<file path="config.mk">
export PLATFORM = sky130hd
export DESIGN_NAME = annexb_nal_unit_extractor
export DESIGN_NICKNAME = d
export VERILOG_FILES = /design/src/sv/nalx_pkg.sv /design/src/sv/nalx_parse.sv /design/src/sv/nalx_emit.sv /design/src/sv/annexb_nal_unit_extractor.sv
export SDC_FILE = /design/constraint.sdc
export NUM_CORES = 1
export LEC_CHECK = 0
export BUFFER_PORTS_ARGS = -buffer_cell sky130_fd_sc_hd__buf_2
export CORE_UTILIZATION = 50
export DETAILED_ROUTE_END_ITERATION = 10
export PLACE_DENSITY = 0.74
export SYNTH_ARGS = -nofsm -noshare
export SYNTH_HDL_FRONTEND = slang
export SYNTH_SLANG_ARGS = --single-unit
</file>
<file path="constraint.sdc">
create_clock -name clk -period 3 [get_ports clk]
set_input_delay 0 -clock clk [delete_from_list [all_inputs] [get_ports clk]]
set_output_delay 0 -clock clk [all_outputs]
set_load 0.02 [all_outputs]
</file>
<file path="src/sv/nalx_pkg.sv">
// Shared types and constants for the Annex B NAL unit extractor.
// No dependencies; imported by every module of the block.
`default_nettype none

package nalx_pkg;

	// Result kinds carried on the output channel.
	localparam logic [1:0] KIND_HEADER  = 2'd0;
	localparam logic [1:0] KIND_PAYLOAD = 2'd1;
	localparam logic [1:0] KIND_END     = 2'd2;

	// Byte values that steer the parser.
	localparam logic [7:0] BYTE_ZERO       = 8'h00;
	localparam logic [7:0] BYTE_START_TAIL = 8'h01;
	localparam logic [7:0] BYTE_EMULATION  = 8'h03;

	// Header field masks.
	localparam logic [7:0] MASK_FORBIDDEN = 8'h80;
	localparam logic [7:0] MASK_REF_IDC   = 8'h60;
	localparam logic [7:0] MASK_UNIT_TYPE = 8'h1f;

	// Most results that one input beat can cause.
	localparam int MAX_RESULTS = 3;

	// Parser modes.
	typedef enum logic [1:0] {
		MODE_HUNT    = 2'd0,
		MODE_HEADER  = 2'd1,
		MODE_PAYLOAD = 2'd2
	} mode_t;

	// One result before the header fields are split out.
	typedef struct packed {
		logic [1:0] kind;
		logic [7:0] data;
	} result_t;

	// All results caused by one input beat, in delivery order.
	typedef struct packed {
		logic [1:0]                   count;
		result_t [MAX_RESULTS-1:0]    res;
	} bundle_t;

endpackage

`default_nettype wire

</file>
<file path="src/sv/nalx_parse.sv">
// Input register and start-code / emulation-prevention parser.
// Depends on nalx_pkg; hands one bundle of up to three results per beat.
`default_nettype none

module nalx_parse (
	input  wire logic             clk,
	input  wire logic             arst_n,
	input  wire logic             in_valid,
	output logic                  in_stall,
	input  wire logic             req_type,
	input  wire logic [7:0]       stream_byte,
	output logic                  bundle_valid,
	output nalx_pkg::bundle_t     bundle,
	input  wire logic             bundle_take
);
	import nalx_pkg::*;

	logic       valid_s1;
	logic       flush_s1;
	logic [7:0] byte_s1;
	mode_t      mode_q, mode_d;
	logic [1:0] zrun_q, zrun_d;
	logic       consume;
	logic       is_zero, is_start, long_run, drop_emu;
	logic [1:0] held;
	logic [1:0] zrun_bump;

	// A beat leaves the input register when its bundle is empty or taken.
	assign consume      = valid_s1 && ((bundle.count == 2'd0) || bundle_take);
	assign in_stall     = valid_s1 && !consume;
	assign bundle_valid = valid_s1;

	// Input register.
	always_ff @(posedge clk or negedge arst_n) begin
		if (!arst_n) begin
			valid_s1 <= 1'b0;
		end else if (in_valid && !in_stall) begin
			valid_s1 <= 1'b1;
		end else if (consume) begin
			valid_s1 <= 1'b0;
		end
	end

	always_ff @(posedge clk) begin
		if (in_valid && !in_stall) begin
			flush_s1 <= req_type;
			byte_s1  <= stream_byte;
		end
	end

	// Byte classification used by the two decode blocks.
	assign is_zero   = (byte_s1 == BYTE_ZERO);
	assign long_run  = zrun_q[1];
	assign is_start  = (byte_s1 == BYTE_START_TAIL) && long_run;
	assign drop_emu  = (byte_s1 == BYTE_EMULATION) && long_run;
	assign held      = long_run ? 2'd2 : {1'b0, zrun_q[0]};
	assign zrun_bump = (zrun_q == 2'd3) ? 2'd3 : zrun_q + 2'd1;

	// Next mode and zero-run count.
	always_comb begin
		mode_d = mode_q;
		zrun_d = zrun_q;
		if (flush_s1) begin
			mode_d = MODE_HUNT;
			zrun_d = 2'd0;
		end else begin
			case (mode_q)
				MODE_HEADER: begin
					mode_d = MODE_PAYLOAD;
					zrun_d = 2'd0;
				end
				MODE_PAYLOAD: begin
					if (is_zero) begin
						zrun_d = zrun_bump;
					end else if (is_start) begin
						mode_d = MODE_HEADER;
						zrun_d = 2'd0;
					end else begin
						zrun_d = 2'd0;
					end
				end
				default: begin
					if (is_zero) begin
						zrun_d = zrun_bump;
					end else if (is_start) begin
						mode_d = MODE_HEADER;
						zrun_d = 2'd0;
					end else begin
						mode_d = MODE_HUNT;
						zrun_d = 2'd0;
					end
				end
			endcase
		end
	end

	// Results caused by the registered beat.
	always_comb begin
		bundle.count = 2'd0;
		for (int i = 0; i < MAX_RESULTS; i++) begin
			bundle.res[i].kind = KIND_PAYLOAD;
			bundle.res[i].data = BYTE_ZERO;
		end
		if (flush_s1) begin
			if (mode_q == MODE_PAYLOAD) begin
				bundle.count       = 2'd1;
				bundle.res[0].kind = KIND_END;
			end
		end else begin
			case (mode_q)
				MODE_HEADER: begin
					bundle.count       = 2'd1;
					bundle.res[0].kind = KIND_HEADER;
					bundle.res[0].data = byte_s1;
				end
				MODE_PAYLOAD: begin
					if (is_zero) begin
						bundle.count = 2'd0;
					end else if (is_start) begin
						bundle.count       = 2'd1;
						bundle.res[0].kind = KIND_END;
					end else if (drop_emu) begin
						bundle.count = held;
					end else begin
						bundle.count          = held + 2'd1;
						bundle.res[held].data = byte_s1;
					end
				end
				default: begin
					bundle.count = 2'd0;
				end
			endcase
		end
	end

	// Parser state advances once per consumed beat.
	always_ff @(posedge clk or negedge arst_n) begin
		if (!arst_n) begin
			mode_q <= MODE_HUNT;
			zrun_q <= 2'd0;
		end else if (consume) begin
			mode_q <= mode_d;
			zrun_q <= zrun_d;
		end
	end

endmodule

`default_nettype wire

</file>
<file path="src/sv/nalx_emit.sv">
// Result register that serializes one bundle into output beats.
// Depends on nalx_pkg; splits header fields out of the header byte.
`default_nettype none

module nalx_emit (
	input  wire logic             clk,
	input  wire logic             arst_n,
	input  wire logic             bundle_valid,
	input  wire nalx_pkg::bundle_t bundle,
	output logic                  bundle_take,
	output logic                  out_valid,
	input  wire logic             out_stall,
	output logic [1:0]            kind,
	output logic [7:0]            data_byte,
	output logic                  forbidden_bit,
	output logic [1:0]            ref_idc,
	output logic [4:0]            unit_type,
	output logic                  last_of_run
);
	import nalx_pkg::*;

	logic    bvalid_q;
	logic [1:0] idx_q;
	bundle_t bundle_q;
	result_t cur;
	logic    is_last;
	logic    out_fire;
	logic    load;

	assign cur      = bundle_q.res[idx_q];
	assign is_last  = (idx_q == bundle_q.count - 2'd1);
	assign out_fire = bvalid_q && !out_stall;

	// A new bundle may enter when the register is empty or on its final beat.
	assign bundle_take = !bvalid_q || (out_fire && is_last);
	assign load        = bundle_take && bundle_valid && (bundle.count != 2'd0);

	always_ff @(posedge clk or negedge arst_n) begin
		if (!arst_n) begin
			bvalid_q <= 1'b0;
			idx_q    <= 2'd0;
		end else if (load) begin
			bvalid_q <= 1'b1;
			idx_q    <= 2'd0;
		end else if (out_fire) begin
			if (is_last) begin
				bvalid_q <= 1'b0;
				idx_q    <= 2'd0;
			end else begin
				idx_q <= idx_q + 2'd1;
			end
		end
	end

	always_ff @(posedge clk) begin
		if (load) begin
			bundle_q <= bundle;
		end
	end

	// Output fields; header fields are zero outside header beats.
	always_comb begin
		out_valid     = bvalid_q;
		kind          = cur.kind;
		data_byte     = cur.data;
		last_of_run   = is_last;
		forbidden_bit = 1'b0;
		ref_idc       = 2'd0;
		unit_type     = 5'd0;
		if (cur.kind == KIND_HEADER) begin
			forbidden_bit = |(cur.data & MASK_FORBIDDEN);
			ref_idc       = 2'((cur.data & MASK_REF_IDC) >> 5);
			unit_type     = 5'(cur.data & MASK_UNIT_TYPE);
		end
	end

endmodule

`default_nettype wire

</file>
<file path="src/sv/annexb_nal_unit_extractor.sv">
// Annex B NAL unit extractor: input register, parser, serializing result register.
// A byte is held in the input register, then its results in the result register.
// Throughput: one byte per cycle while out_stall is low and each byte causes at
// most one result; a byte with k results holds the output register for k beats.
// Reset: asynchronous, active low; hunting for a start code, zero run cleared.
// Depends on nalx_pkg, nalx_parse and nalx_emit.
`default_nettype none

module annexb_nal_unit_extractor (
	input  wire logic       clk,
	input  wire logic       arst_n,
	input  wire logic       in_valid,
	output logic            in_stall,
	input  wire logic       req_type,
	input  wire logic [7:0] stream_byte,
	output logic            out_valid,
	input  wire logic       out_stall,
	output logic [1:0]      kind,
	output logic [7:0]      data_byte,
	output logic            forbidden_bit,
	output logic [1:0]      ref_idc,
	output logic [4:0]      unit_type,
	output logic            last_of_run
);
	import nalx_pkg::*;

	logic    bundle_valid;
	bundle_t bundle;
	logic    bundle_take;

	// Start-code hunt and emulation-prevention removal.
	nalx_parse u_parse (
		.clk          (clk),
		.arst_n       (arst_n),
		.in_valid     (in_valid),
		.in_stall     (in_stall),
		.req_type     (req_type),
		.stream_byte  (stream_byte),
		.bundle_valid (bundle_valid),
		.bundle       (bundle),
		.bundle_take  (bundle_take)
	);

	// One result beat per cycle out of the current bundle while out_stall is low.
	nalx_emit u_emit (
		.clk           (clk),
		.arst_n        (arst_n),
		.bundle_valid  (bundle_valid),
		.bundle        (bundle),
		.bundle_take   (bundle_take),
		.out_valid     (out_valid),
		.out_stall     (out_stall),
		.kind          (kind),
		.data_byte     (data_byte),
		.forbidden_bit (forbidden_bit),
		.ref_idc       (ref_idc),
		.unit_type     (unit_type),
		.last_of_run   (last_of_run)
	);

endmodule

`default_nettype wire
</file>
==> results.rst <==
.. list-table::
   :header-rows: 1

   * - Metric
     - Value
   * - Final period utilization
     - 81.8%
   * - Floorplan die area
     - 4720 sq um
   * - Overflow left after global routing
     - 0
   * - Number of unique standard cell types used by synthesis
     - 36
   * - Layout Nets
     - 266
   * - Clock latency on the worst-skew pair
     - between 200 and 300 ps
   * - Setup Skew
     - around 11 ps
   * - Weighted congestion reported at the end of routability-driven placement
     - 0.788
   * - Sum of negative setup slack
     - 0 ps
   * - Total standard cell area after synthesis
     - 2230 sq um
   * - Clock net sink count
     - 45
   * - Static Leak
     - 1.01 nW
   * - Flops & latches, synth
     - 45
   * - Number of antenna violations at the first check in global routing
     - 0
   * - Root Driver
     - clkbuf_8
   * - Post-CTS sizing
     - 0
   * - Actual slew at the worst max-slew pin
     - 596 ps
   * - Drt initial violations
     - about 100
   * - Worst supply voltage drop on vdd
     - 0.418 mV
   * - Power per standard cell area
     - 642 nW/um^2
   * - Boundary pin count
     - 34
   * - Initial core utilization
     - 53.7%
   * - Final min period
     - 2450 ps
   * - Router iterations before antenna repair
     - 5
   * - Vertical extent of the die
     - 68.7 um
   * - Hold slack
     - 79.3 ps
   * - Longest Clk Path Bufs
     - 2
   * - Number of fill cells
     - 336
   * - Worst-path clk slew
     - 80 ps
   * - Ratio of routed vias to standard cells
     - 5.34
   * - Wirelength, routed
     - ~4.0 mm
   * - Final hold viol count
     - 0
   * - Area occupied by multi-input gates
     - 825 sq um
   * - CTS H-tree lvls
     - 2
   * - Category of the critical setup timing path
     - register to register
   * - Final ANT Viol Nets
     - 0
   * - GRT Overall Usage
     - 19.8%
   * - Routed len/inst
     - 13.3 um
   * - Most common cell after layout, fill and taps aside
     - edfxtp_1
   * - Die Span X
     - 68.7 um
   * - Headroom to the max-slew limit
     - 60.2%
   * - TritonCTS Buffers
     - 5
   * - Sequential cell area
     - roughly 1300 sq um
   * - Syn Inst Count
     - roughly 210
   * - RSZ-0062 raised after global routing
     - false
   * - Element type at the critical path start
     - register
   * - Yosys warnings
     - 0
   * - Largest net degree at the start of global routing
     - 31
   * - Run status
     - complete, no violations
   * - Row count
     - 23
   * - Port Buffer Count
     - 33
   * - First-pass GRT wire length
     - 6.56 mm
   * - Mean cell area of the mapped netlist
     - 10.8 sq um
   * - Data arrival time of the critical path
     - 2410 ps
   * - Highest-count cells in the layout ignoring fill and taps
     - edfxtp_1, buf_2, nor2_1
   * - Remaining routing DRC violations
     - 0
   * - Area growth from synthesis to layout
     - 18.3%
   * - Number of antenna cells inserted
     - 0
   * - Post-DP HPWL
     - 2.87 mm
   * - Post-synthesis sequential area ratio
     - approximately three fifths
   * - Peak Freq
     - 408 MHz
   * - Setup violation total in the final timing report
     - 0
   * - Max-slew violation count
     - 0
   * - Hold Crit Class
     - primary input to asynchronous set/reset pin
   * - Core area
     - around 4100 sq um
   * - Post-CTS Setup Repair Bufs
     - 0
   * - CP Capture Type
     - register
   * - Share of post-route cells with drive strength above 1
     - 21.5%
   * - Vias after detailed routing
     - 1606
   * - Max cap viols
     - 0
   * - Via count of the first global-routing pass
     - 1448
   * - Worst endpoint required time
     - slightly below 3000 ps
   * - Clock tree from TritonCTS
     - built
   * - Mapped Nets
     - 221
   * - Highest net fanout along the worst path
     - 9
   * - Total of hold buffers inserted after clock tree synthesis
     - 11
==> cell usage after synthesis (all sizes together) <==
library cell  number  share of area (%)
o21a               1               0.34
mux2i              8                3.6
nor3               4                1.1
or3                1               0.28
o2111ai            1               0.39
nor3b              4                1.3
or4                4                1.5
inv               14                2.4
o21ba              1               0.45
clkbuf             4               0.73
or2                3               0.84
nor2b             10                2.8
a2bb2oi            1               0.67
xnor2              1               0.39
and3               2               0.56
o22ai              1               0.28
dfrtp              8                9.0
and2              17                4.9
nor2              18                3.0
nand2b             6                1.7
a21oi              9                2.0
buf                5                1.1
o31a               1               0.39
nand3              8                2.0
nand2             15                2.5
a31oi              2               0.56
edfxtp            37                 50
o21ai             18                4.0
ha                 2                1.1
==> cells by family after synthesis <==
kind of cell	Yosys count	synth area share, %
simple gates	92	22.7
flops	45	58.9
compound gates	35	9.16
buf+inv	23	4.16
mux	8	3.60
fa+ha+maj	2	1.12
xor+xnor	1	0.394
==> metal layers <==
metal  wire, um  GRT usage (%)  vias to the layer above
li1           -              -                      807
met1       1860           26.2                      742
met2       1910           32.7                       55
met3        211           3.95                        2
met4         27           6.38                        0
met5          0              0                        -
==> area by class of cell <==
type / count / share of cell area (%)
Sequential cell: 45 / 49.8
Multi-Input combinational cell: 138 / 31.3
Timing Repair Buffer: 47 / 11.3
Clock buffer: 5 / 2.61
Tap cell: 50 / 2.38
Inverter: 14 / 2.00
Clock inverter: 2 / 0.618
==> final timing paths <==
path / from / endpoint / slack (ps) / cells after the start
max in group asynchronous: arst_n / u_emit.idx_q[1] / 2760 / 2
hold reg to reg: u_parse.mode_q[0] / u_parse.mode_q[0] / 570 / 2
min in group clk: out_stall / u_emit.idx_q[0] / 160 / 4
setup / recovery: u_parse.byte_s1[2] / u_parse.byte_s1[0] / 550 / 5
hold / removal: arst_n / u_parse.mode_q[1] / 80 / 2
setup reg to reg: u_parse.byte_s1[2] / u_parse.byte_s1[0] / 550 / 5
==> sequential cells by signal, summed over array words and instances, names as in the netlist <==
name	count
u_parse.mode_q	2
u_emit.bundle_q	28
u_parse.bundle_valid	1
u_emit.out_valid	1
u_parse.byte_s1	8
u_emit.idx_q	2
u_parse.flush_s1	1
u_parse.zrun_q	2
==> per-stage QoR <==
step / util [%] / cell area [sq um] / instances / power, W / worst slack [ps]
finish: 63.6 / 2630 / 301 / 0.00169 / 547
global route: 63.6 / 2630 / 301 / 0.00180 / 272
CTS: 63.6 / 2630 / 301 / 0.00170 / 557
detailed placement: 58.8 / 2440 / 283 / 0.00134 / 594
global placement: 58.8 / 2440 / 283 / 0.00134 / 621
floorplan: - / 2230 / 206 / 0.00115 / 329
==> power by group <==
group	leakage (nW)	internal, W	switching [W]
logic	0.565	0.000226	0.000399
clock network	0.0402	0.000161	0.000194
registers	0.404	0.000692	0.0000190
total	1.01	0.00108	0.000612
==> critical path, cell delays in order (launching register included) <==
cell and delay (ps):
edfxtp_1 430, or4_4 570, o31a_1 340, o21ai_1 250
or2_2 180, and2_1 340
(Power assumes the default switching activity.)
